===== src/hw/rtl/hvt_pkg.sv =====
package hvt_pkg;

	localparam int FRAC_BITS = 16;
	localparam int DATA_W    = 32;
	localparam int LANES     = 4;
	localparam int ENTRIES   = LANES * LANES;
	localparam int IDX_W     = $clog2(ENTRIES);
	localparam int PROD_W    = 2 * DATA_W;
	localparam int SHIFT_W   = PROD_W - FRAC_BITS;
	localparam int SUM_W     = SHIFT_W + 2;

	localparam logic signed [DATA_W-1:0] FX_ONE  = DATA_W'(1) << FRAC_BITS;
	localparam logic signed [DATA_W-1:0] SAT_MAX = {1'b0, {(DATA_W-1){1'b1}}};
	localparam logic signed [DATA_W-1:0] SAT_MIN = {1'b1, {(DATA_W-1){1'b0}}};

	typedef enum logic {
		OP_WRITE = 1'b0,
		OP_XFORM = 1'b1
	} opcode_t;

	typedef struct packed {
		opcode_t                   opcode;
		logic [IDX_W-1:0]          element_index;
		logic signed [DATA_W-1:0]  element_value;
		logic signed [DATA_W-1:0]  coord_x;
		logic signed [DATA_W-1:0]  coord_y;
		logic signed [DATA_W-1:0]  coord_z;
	} vtx_word_t;

	typedef struct packed {
		logic signed [DATA_W-1:0]  out_x;
		logic signed [DATA_W-1:0]  out_y;
		logic signed [DATA_W-1:0]  out_z;
		logic signed [DATA_W-1:0]  out_w;
		logic                      overflow;
	} res_word_t;

	typedef struct packed {
		logic en_s1;
		logic en_s2;
	} lane_ctl_t;

	typedef struct packed {
		logic signed [DATA_W-1:0]  value;
		logic                      sat;
	} lane_res_t;

endpackage


===== src/hw/rtl/hvt_merge.sv =====
module hvt_merge (
	input  logic                 clk,
	input  logic                 arst_n,
	input  logic                 valid_s2,
	input  hvt_pkg::lane_res_t   lanes [hvt_pkg::LANES],
	output logic                 en_out,
	output logic                 res_valid,
	input  logic                 res_ready,
	output hvt_pkg::res_word_t   res
);

	hvt_pkg::res_word_t merged;
	hvt_pkg::res_word_t res_q;
	logic               res_valid_q;

	always_comb begin
		merged.out_x    = lanes[0].value;
		merged.out_y    = lanes[1].value;
		merged.out_z    = lanes[2].value;
		merged.out_w    = lanes[3].value;
		merged.overflow = 1'b0;
		for (int i = 0; i < hvt_pkg::LANES; i++) begin
			merged.overflow = merged.overflow | lanes[i].sat;
		end
	end

	assign en_out = !res_valid_q || res_ready;

	always_ff @(posedge clk or negedge arst_n) begin
		if (!arst_n) begin
			res_valid_q <= 1'b0;
		end else if (en_out) begin
			res_valid_q <= valid_s2;
		end
	end

	always_ff @(posedge clk) begin
		if (en_out) begin
			res_q <= merged;
		end
	end

	assign res_valid = res_valid_q;
	assign res       = res_q;

endmodule


===== config.mk =====
export PLATFORM = sky130hd
export DESIGN_NAME = hvt_merge
export DESIGN_NICKNAME = d
export VERILOG_FILES = /design/src/hw/rtl/hvt_pkg.sv /design/src/hw/rtl/hvt_merge.sv
export SDC_FILE = /design/constraint.sdc
export NUM_CORES = 1
export LEC_CHECK = 0
export BUFFER_PORTS_ARGS = -buffer_cell sky130_fd_sc_hd__buf_2
export CORE_AREA = 3 3 102 104
export CTS_CLUSTER_DIAMETER = 100
export DETAILED_ROUTE_END_ITERATION = 6
export DIE_AREA = 0 0 105 107
export HOLD_SLACK_MARGIN = 0.02
export PLACE_DENSITY = 0.78
export SYNTH_ARGS = -nofsm -noshare
export SYNTH_HDL_FRONTEND = slang
export SYNTH_SLANG_ARGS = --single-unit

===== constraint.sdc =====
create_clock -name clk -period 6.26 [get_ports clk]
set_input_delay 0.626 -clock clk [delete_from_list [all_inputs] [get_ports clk]]
set_output_delay 0.626 -clock clk [all_outputs]
set_load 0.03 [all_outputs]

# Word level (Yosys, flattened, before mapping)
# Cells that the tools add are included.
[classes]
div = 0
reduce_logical = 2
eq_ne = 0
n_bitwise = 3
order_cmp = 0
add_sub_neg = 0
mul = 0
mux = 0
n_shift = 0
[op_table]
columns = ["op", "count"]
rows = [
  ["OR 1 bit", 3],
  ["zero test 1 bit", 1],
  ["logical OR 1 bit", 1],
]
[totals]
regBits = 130
latch_bits = 0
rom_bits = 0
wordCells = 11
input_bits = 136
mem_count = 0
ram_bits = 0

# Logic depth before layout (Yosys ltp)
# Gate-level depths: netlist (run 1).
[depth]
depth_word = 3
mapped_depth = 2

# Worst setup path before layout (run 1)
# Ideal clock, no wire load.
[synth_path]
path_kind = "input to output"
start = "input port res_ready"
end = "output port en_out"
arrival_time_ps = 3967
stages = 1
path_buffers = 0
slack_ps = 1667
t_required_ps = 5634
path_cell_list = "nand2b_1"
[synth_via]
elab_chain_cells = 1
[synth_lines]
columns = ["item", "line", "rtl"]
rows = [
  ["start, declared", "hvt_merge.sv:8", "input logic res_ready,"],
  ["logical OR 1 bit", "hvt_merge.sv:27", "assign en_out = !res_valid_q || res_ready;"],
  ["end, declared", "hvt_merge.sv:6", "output logic en_out,"],
]
# Every way passes these cells.

# Worst setup path in the final report (run 1)
[layout_path]
start = "register res_valid_q, in the netlist res_valid"
end = "output port en_out"
[layout_via]
elab_chain_cells = 2
[layout_lines]
columns = ["item", "line", "rtl"]
rows = [
  ["start, declared", "hvt_merge.sv:14", "logic res_valid_q;"],
  ["start signal, assigned", "hvt_merge.sv:33", "res_valid_q <= valid_s2;"],
  ["zero test 1 bit", "hvt_merge.sv:27", ""],
  ["logical OR 1 bit", "hvt_merge.sv:27", ""],
]
# Every way passes these cells.

==> impl_metrics.csv, run 1 <==
group,metric,value,unit
run_status,status,"finished clean",
worst_setup_path,worstPathArrival,1.88,ns
timing,rsz0062_at_grt,"false",
clock_tree,path_clk_slew,0.06,ns
global_routing,grt_pass1_wl,13000,um
drt,drt-wirelength-per-cell,16.0,um
layout,fin_nets,556,
power_and_ir_drop,ir_worst_vdd,0.229,mV
timing,finClkSkew,0.00889,ns
clock_tree,holdBufCountCts,1,
layout,drive_gt1_share,67.8,%
global_routing,grt_max_degree,68,
clock_tree,clkLatencyLatePin,0.49,ns
floorplanning,die_h,107,um
worst_setup_path,crit_buf_inv,1,
floorplanning,boundaryPins,267,
floorplanning,start_util,40.7,%
synthesis,synth_top_family_by_area,"simple AND/OR/NAND/NOR gates",
placed_design,gp_congestion,0.705,
layout,diodes,0,
layout,final_cell_mix,"266 x buf_2, 129 x edfxtp_1, 16 x clkbuf_16, 4 x clkinv_1",
power_and_ir_drop,p_leak,2.63,nW
hold_path,hold_class,"in2reg",
synthesis,muxShareOfSynthArea,0,%
worst_setup_path,cpMaxStageDelayCell,"nand2b_4",
synthesis,synth_seq_area_share,99.5,%
placed_design,placed_cell_area,0.00543,mm2
drt,vias_per_cell,4.27,
worst_setup_path,r2r_slack,4.01,ns
global_routing,overflow,0,
run,maxCapViolations,0,
worst_setup_path,path_delay_family,"simple AND/OR/NAND/NOR gates",
synthesis,synth_area_per_cell,29.5,um2
worst_setup_path,start_kind,"flop",
timing,final-hold-violation-count,0,
worst_setup_path,cp.required,5.63,ns
synthesis,synth-simple-area-share,0.511,%
worst_setup_path,cp-end-kind,"output port",
layout,layout_commonest_cell,"buf_2",
synthesis,synth_nets,269,
synthesis,synth_cells,133,
timing,drv_slew,0,
synthesis,synth_area,0.00392,mm2
worst_setup_path,path_cells,"nand2b_4, buf_2",
placed_design,hpwl,6750,um
layout,num-fill-cells,738,
floorplanning,core,0.00964,mm2
clock_tree,post_cts_resized,0,
synthesis,yosysUniqueCellTypes,4,
timing,relSlewSlack,43.9,%
floorplanning,die-area,0.0112,mm2
clock_tree,cts_tree,"done",
synthesis,ys_warn_count,0,
clock_tree,clock_path_buffers,2,
timing,worst_slew_pin_slew,0.841,ns
drt,drt-pass1-iter-count,4,
drt,postRouteAntennaNets,0,
layout,multiInputGateArea,27.5,um2
synthesis,yosys.area_share.adder,0,%
global_routing,antenna_found_initial,0,
drt,drc,0,
timing,final.period_utilization,40.1,%
timing,setup_viol,0,
layout,final_area,0.00598,mm2
layout,synthToLayoutAreaGrowth,52.6,%
clock_tree,root_buffer,"clkbuf_8",
drt,drt_iter0_markers,122,
global_routing,first_global_vias,2481,
floorplanning,rows,36,
timing,max_freq,0.399,GHz
timing,fin_crit,2.51,ns
layout,final-seq-area,0.00390,mm2
clock_tree,h-tree-depth,4,
clock_tree,cts_buffers,17,
worst_setup_path,slowest_delay,0.62,ns
drt,num_vias,2414,
drt,wirelength,9020,um
synthesis,synth_compound_area_share,0,%
synthesis,synth-xor-area-share,0,%
clock_tree,cts_num_sinks,130,
placed_design,portBuffers,266,
global_routing,grt_usage,15.8,%
worst_setup_path,crit_fanout,65,
power_and_ir_drop,power_density,365,mW/mm2
floorplanning,die_x,105,um
synthesis,synth-seq-cells,130,
clock_tree,cts_setup_buffers,0,
timing,fin_tns_setup,0,ns
worst_setup_path,timing.setup.critical_path_class,"reg2out",
-- flip-flops by register name (all words and copies together) (netlist names) --
name and count:
res 129, res_valid 1
-- per-layer routing --
metal,vias to the layer above,track usage (%),routed length [um]
li1,1118,-,-
met1,1123,16.4,3060
met2,164,26.7,4760
met3,9,8.73,1100
met4,0,6.00,91
met5,-,0,0
-- metrics by stage --
stage	util [%]	total power, W	hold WS (ns)	setup slack (ns)	cells
detailed placement	56.3	0.00131	0.413	3.68	533
global route	62.0	0.00226	0.263	3.59	565
finish	62.0	0.00218	0.303	3.75	565
global placement	56.3	0.00131	0.410	3.74	533
floorplan	-	0.00121	0.330	1.67	133
CTS	62.0	0.00221	0.271	3.68	565
-- synth_stat cells --
library cell / n / area (um2)
edfxtp_1: 129 / 3870
nand2b_1: 2 / 12.5
dfrtp_1: 1 / 25.0
or4_1: 1 / 7.51
-- kinds of logic after synthesis --
| group | Yosys count |
|---|---|
| flip-flops | 130 |
| AND/OR/NAND/NOR | 3 |
-- final cells by class --
cell class | count | share of cell area [%]
tap | 133 | 2.78
clock inverter | 12 | 1.97
timing repair buffer | 268 | 22.6
sequential | 130 | 65.2
clock buffer | 19 | 7.05
multi-input combinational | 3 | 0.460
-- worst paths after layout --
path / to / startpoint / cells after the start
max: en_out / res_valid$_DFFE_PN0P_ / 2
min: res[108]$_DFFE_PP_ / lanes[111] / 1
max reg2reg: res[115]$_DFFE_PP_ / res_valid$_DFFE_PN0P_ / 2
min reg2reg: res[65]$_DFFE_PP_ / res_valid$_DFFE_PN0P_ / 1
max in group asynchronous: res_valid$_DFFE_PN0P_ / arst_n / 2
min in group asynchronous: res_valid$_DFFE_PN0P_ / arst_n / 2
-- power breakdown --
| group | internal [W] | switching [W] |
|---|---|---|
| registers | 0.00103 | 0.0000150 |
| logic | 0.0000696 | 0.000177 |
| clock network | 0.000557 | 0.000331 |
No activity file was read; power rests on OpenSTA's default activity.
==> run 2, diff against run 1 <==
--- a/config.mk
+++ b/config.mk
@@ -5,13 +5,14 @@
 export SDC_FILE = /design/constraint.sdc
 export NUM_CORES = 1
 export LEC_CHECK = 0
+export ABC_AREA = 1
 export BUFFER_PORTS_ARGS = -buffer_cell sky130_fd_sc_hd__buf_2
-export CORE_AREA = 3 3 102 104
+export CORE_MARGIN = 3
+export CORE_UTILIZATION = 41
 export CTS_CLUSTER_DIAMETER = 100
 export DETAILED_ROUTE_END_ITERATION = 6
-export DIE_AREA = 0 0 105 107
 export HOLD_SLACK_MARGIN = 0.02
-export PLACE_DENSITY = 0.78
+export PLACE_DENSITY = 0.79
 export SYNTH_ARGS = -nofsm -noshare
 export SYNTH_HDL_FRONTEND = slang
 export SYNTH_SLANG_ARGS = --single-unit
==> constraint.sdc (replaced) <==
create_clock -name clk -period 2.4 [get_ports clk]
set_input_delay 0.24 -clock clk [delete_from_list [all_inputs] [get_ports clk]]
set_output_delay 0.24 -clock clk [all_outputs]
set_load 0.03 [all_outputs]
==> impl_metrics.csv, run 2 <==
group,metric,value,unit
run_status,haltStage,"clock tree synthesis",
synthesis,synth_flop_cell,"edfxtp_1",
synthesis,yosysTopAreaCell,"edfxtp_1",
synthesis,async_reset_ff_share,0.769,%
run_status,error,"[ERROR RSZ-0060] Max buffer count reached.",
clock_tree,holdBufCountCts,114,
floorplanning,rows,35,
synthesis,synth_cells,137,
placed_design,hpwl,7100,um
synthesis,synth-xor-area-share,0,%
placed_design,dp_slack,0.897,ns
synthesis,synth_nets,273,
placed_design,placed_cell_area,0.00547,mm2
floorplanning,boundaryPins,267,
floorplanning,die_h,104,um
synthesis,synth_compound_area_share,0,%
placed_design,gp_congestion,0.719,
synthesis,synth_top_family_by_area,"simple AND/OR/NAND/NOR gates",
clock_tree,cts_setup_buffers,0,
placed_design,portBuffers,266,
synthesis,synth_seq_area_share,99.2,%
synthesis,synth_area,0.00393,mm2
clock_tree,h-tree-depth,4,
synthesis,yosysUniqueCellTypes,6,
synthesis,yosysMostFrequentCell,"edfxtp_1",
clock_tree,cts_buffers,17,
synthesis,yosys-top-cells-count,"129 x edfxtp_1, 2 x inv_1, 2 x nand2_2, 2 x nor2_1",
synthesis,ys_warn_count,0,
synthesis,synth-seq-cells,130,
floorplanning,die_x,104,um
synthesis,muxShareOfSynthArea,0,%
synthesis,synth_edf_count,129,
synthesis,yosys-top-cells-area,"edfxtp_1 99%, dfrtp_1 0.64%, nand2_2 0.32%, inv_1 0.19%, nor2_1 0.19%",
clock_tree,post_cts_resized,0,
synthesis,yosys.area_share.adder,0,%
floorplanning,start_util,42.3,%
synthesis,synth_area_per_cell,28.7,um2
synthesis,synth-simple-area-share,0.605,%
clock_tree,root_buffer,"clkbuf_8",
clock_tree,cts_num_sinks,130,
run_status,status,"aborted with a tool error",
synthesis,synth_top_area_share,98.6,%
clock_tree,clock_path_buffers,2,
==> run 2: kinds of logic after synthesis <==
family        after synthesis
flops                     130
buf+inv                     2
simple gates                5
==> run 2: metrics by stage <==
step / cells / util (%)
2_1_floorplan: 137 / -
3_3_place_gp: 535 / 58.9
3_5_place_dp: 535 / 58.9
==> run 3, diff against run 2 <==
--- a/config.mk
+++ b/config.mk
@@ -8,11 +8,9 @@
 export ABC_AREA = 1
 export BUFFER_PORTS_ARGS = -buffer_cell sky130_fd_sc_hd__buf_2
 export CORE_MARGIN = 3
-export CORE_UTILIZATION = 41
-export CTS_CLUSTER_DIAMETER = 100
+export CORE_UTILIZATION = 40
 export DETAILED_ROUTE_END_ITERATION = 6
-export HOLD_SLACK_MARGIN = 0.02
-export PLACE_DENSITY = 0.79
+export PLACE_DENSITY_LB_ADDON = 0.15
 export SYNTH_ARGS = -nofsm -noshare
 export SYNTH_HDL_FRONTEND = slang
 export SYNTH_SLANG_ARGS = --single-unit
==> impl_metrics.csv, run 3 <==
group,metric,value,unit
run_status,status,"aborted with a tool error",
run_status,haltStage,"clock tree synthesis",
run_status,error,"[ERROR RSZ-0060] Max buffer count reached.",
clock_tree,holdBufCountCts,114,
placed_design,portBuffers,266,
placed_design,gp_congestion,0.743,
synthesis,synth_flop_cell,"edfxtp_1",
clock_tree,h-tree-depth,4,
synthesis,async_reset_ff_share,0.769,%
synthesis,yosysMostFrequentCell,"edfxtp_1",
synthesis,synth_cells,137,
synthesis,yosys-top-cells-area,"edfxtp_1 99%, dfrtp_1 0.64%, nand2_2 0.32%, inv_1 0.19%, nor2_1 0.19%",
floorplanning,die_h,105,um
synthesis,yosysTopAreaCell,"edfxtp_1",
clock_tree,cts_buffers,17,
floorplanning,boundaryPins,267,
synthesis,ys_warn_count,0,
floorplanning,die_x,105,um
floorplanning,start_util,41.7,%
clock_tree,cts_num_sinks,130,
clock_tree,root_buffer,"clkbuf_8",
synthesis,synth_edf_count,129,
floorplanning,rows,35,
synthesis,synth_area,0.00393,mm2
synthesis,synth_area_per_cell,28.7,um2
placed_design,hpwl,7540,um
clock_tree,clock_path_buffers,2,
synthesis,synth_top_area_share,98.6,%
placed_design,dp_slack,0.801,ns
synthesis,synth_seq_area_share,99.2,%
synthesis,synth_nets,273,
clock_tree,cts_setup_buffers,0,
synthesis,yosysUniqueCellTypes,6,
synthesis,yosys-top-cells-count,"129 x edfxtp_1, 2 x inv_1, 2 x nand2_2, 2 x nor2_1",
clock_tree,post_cts_resized,0,
synthesis,synth-seq-cells,130,
==> run 3: cell counts after synthesis <==
Identical to the previous run, type by type.
==> run 3: through the flow <==
step	std cells	hold WS [ns]	instance area, um2	util, %
after floorplan	137	-0.0556	3940	-
after global placement	535	0.0214	5470	58.1
after detailed placement	535	0.0262	5470	58.1
==> run 3: cells by family after synthesis <==
| family | share of synthesized area, % |
|---|---|
| buffers and inverters | 0.191 |
| DFF | 99.2 |
| and+or+nand+nor | 0.605 |
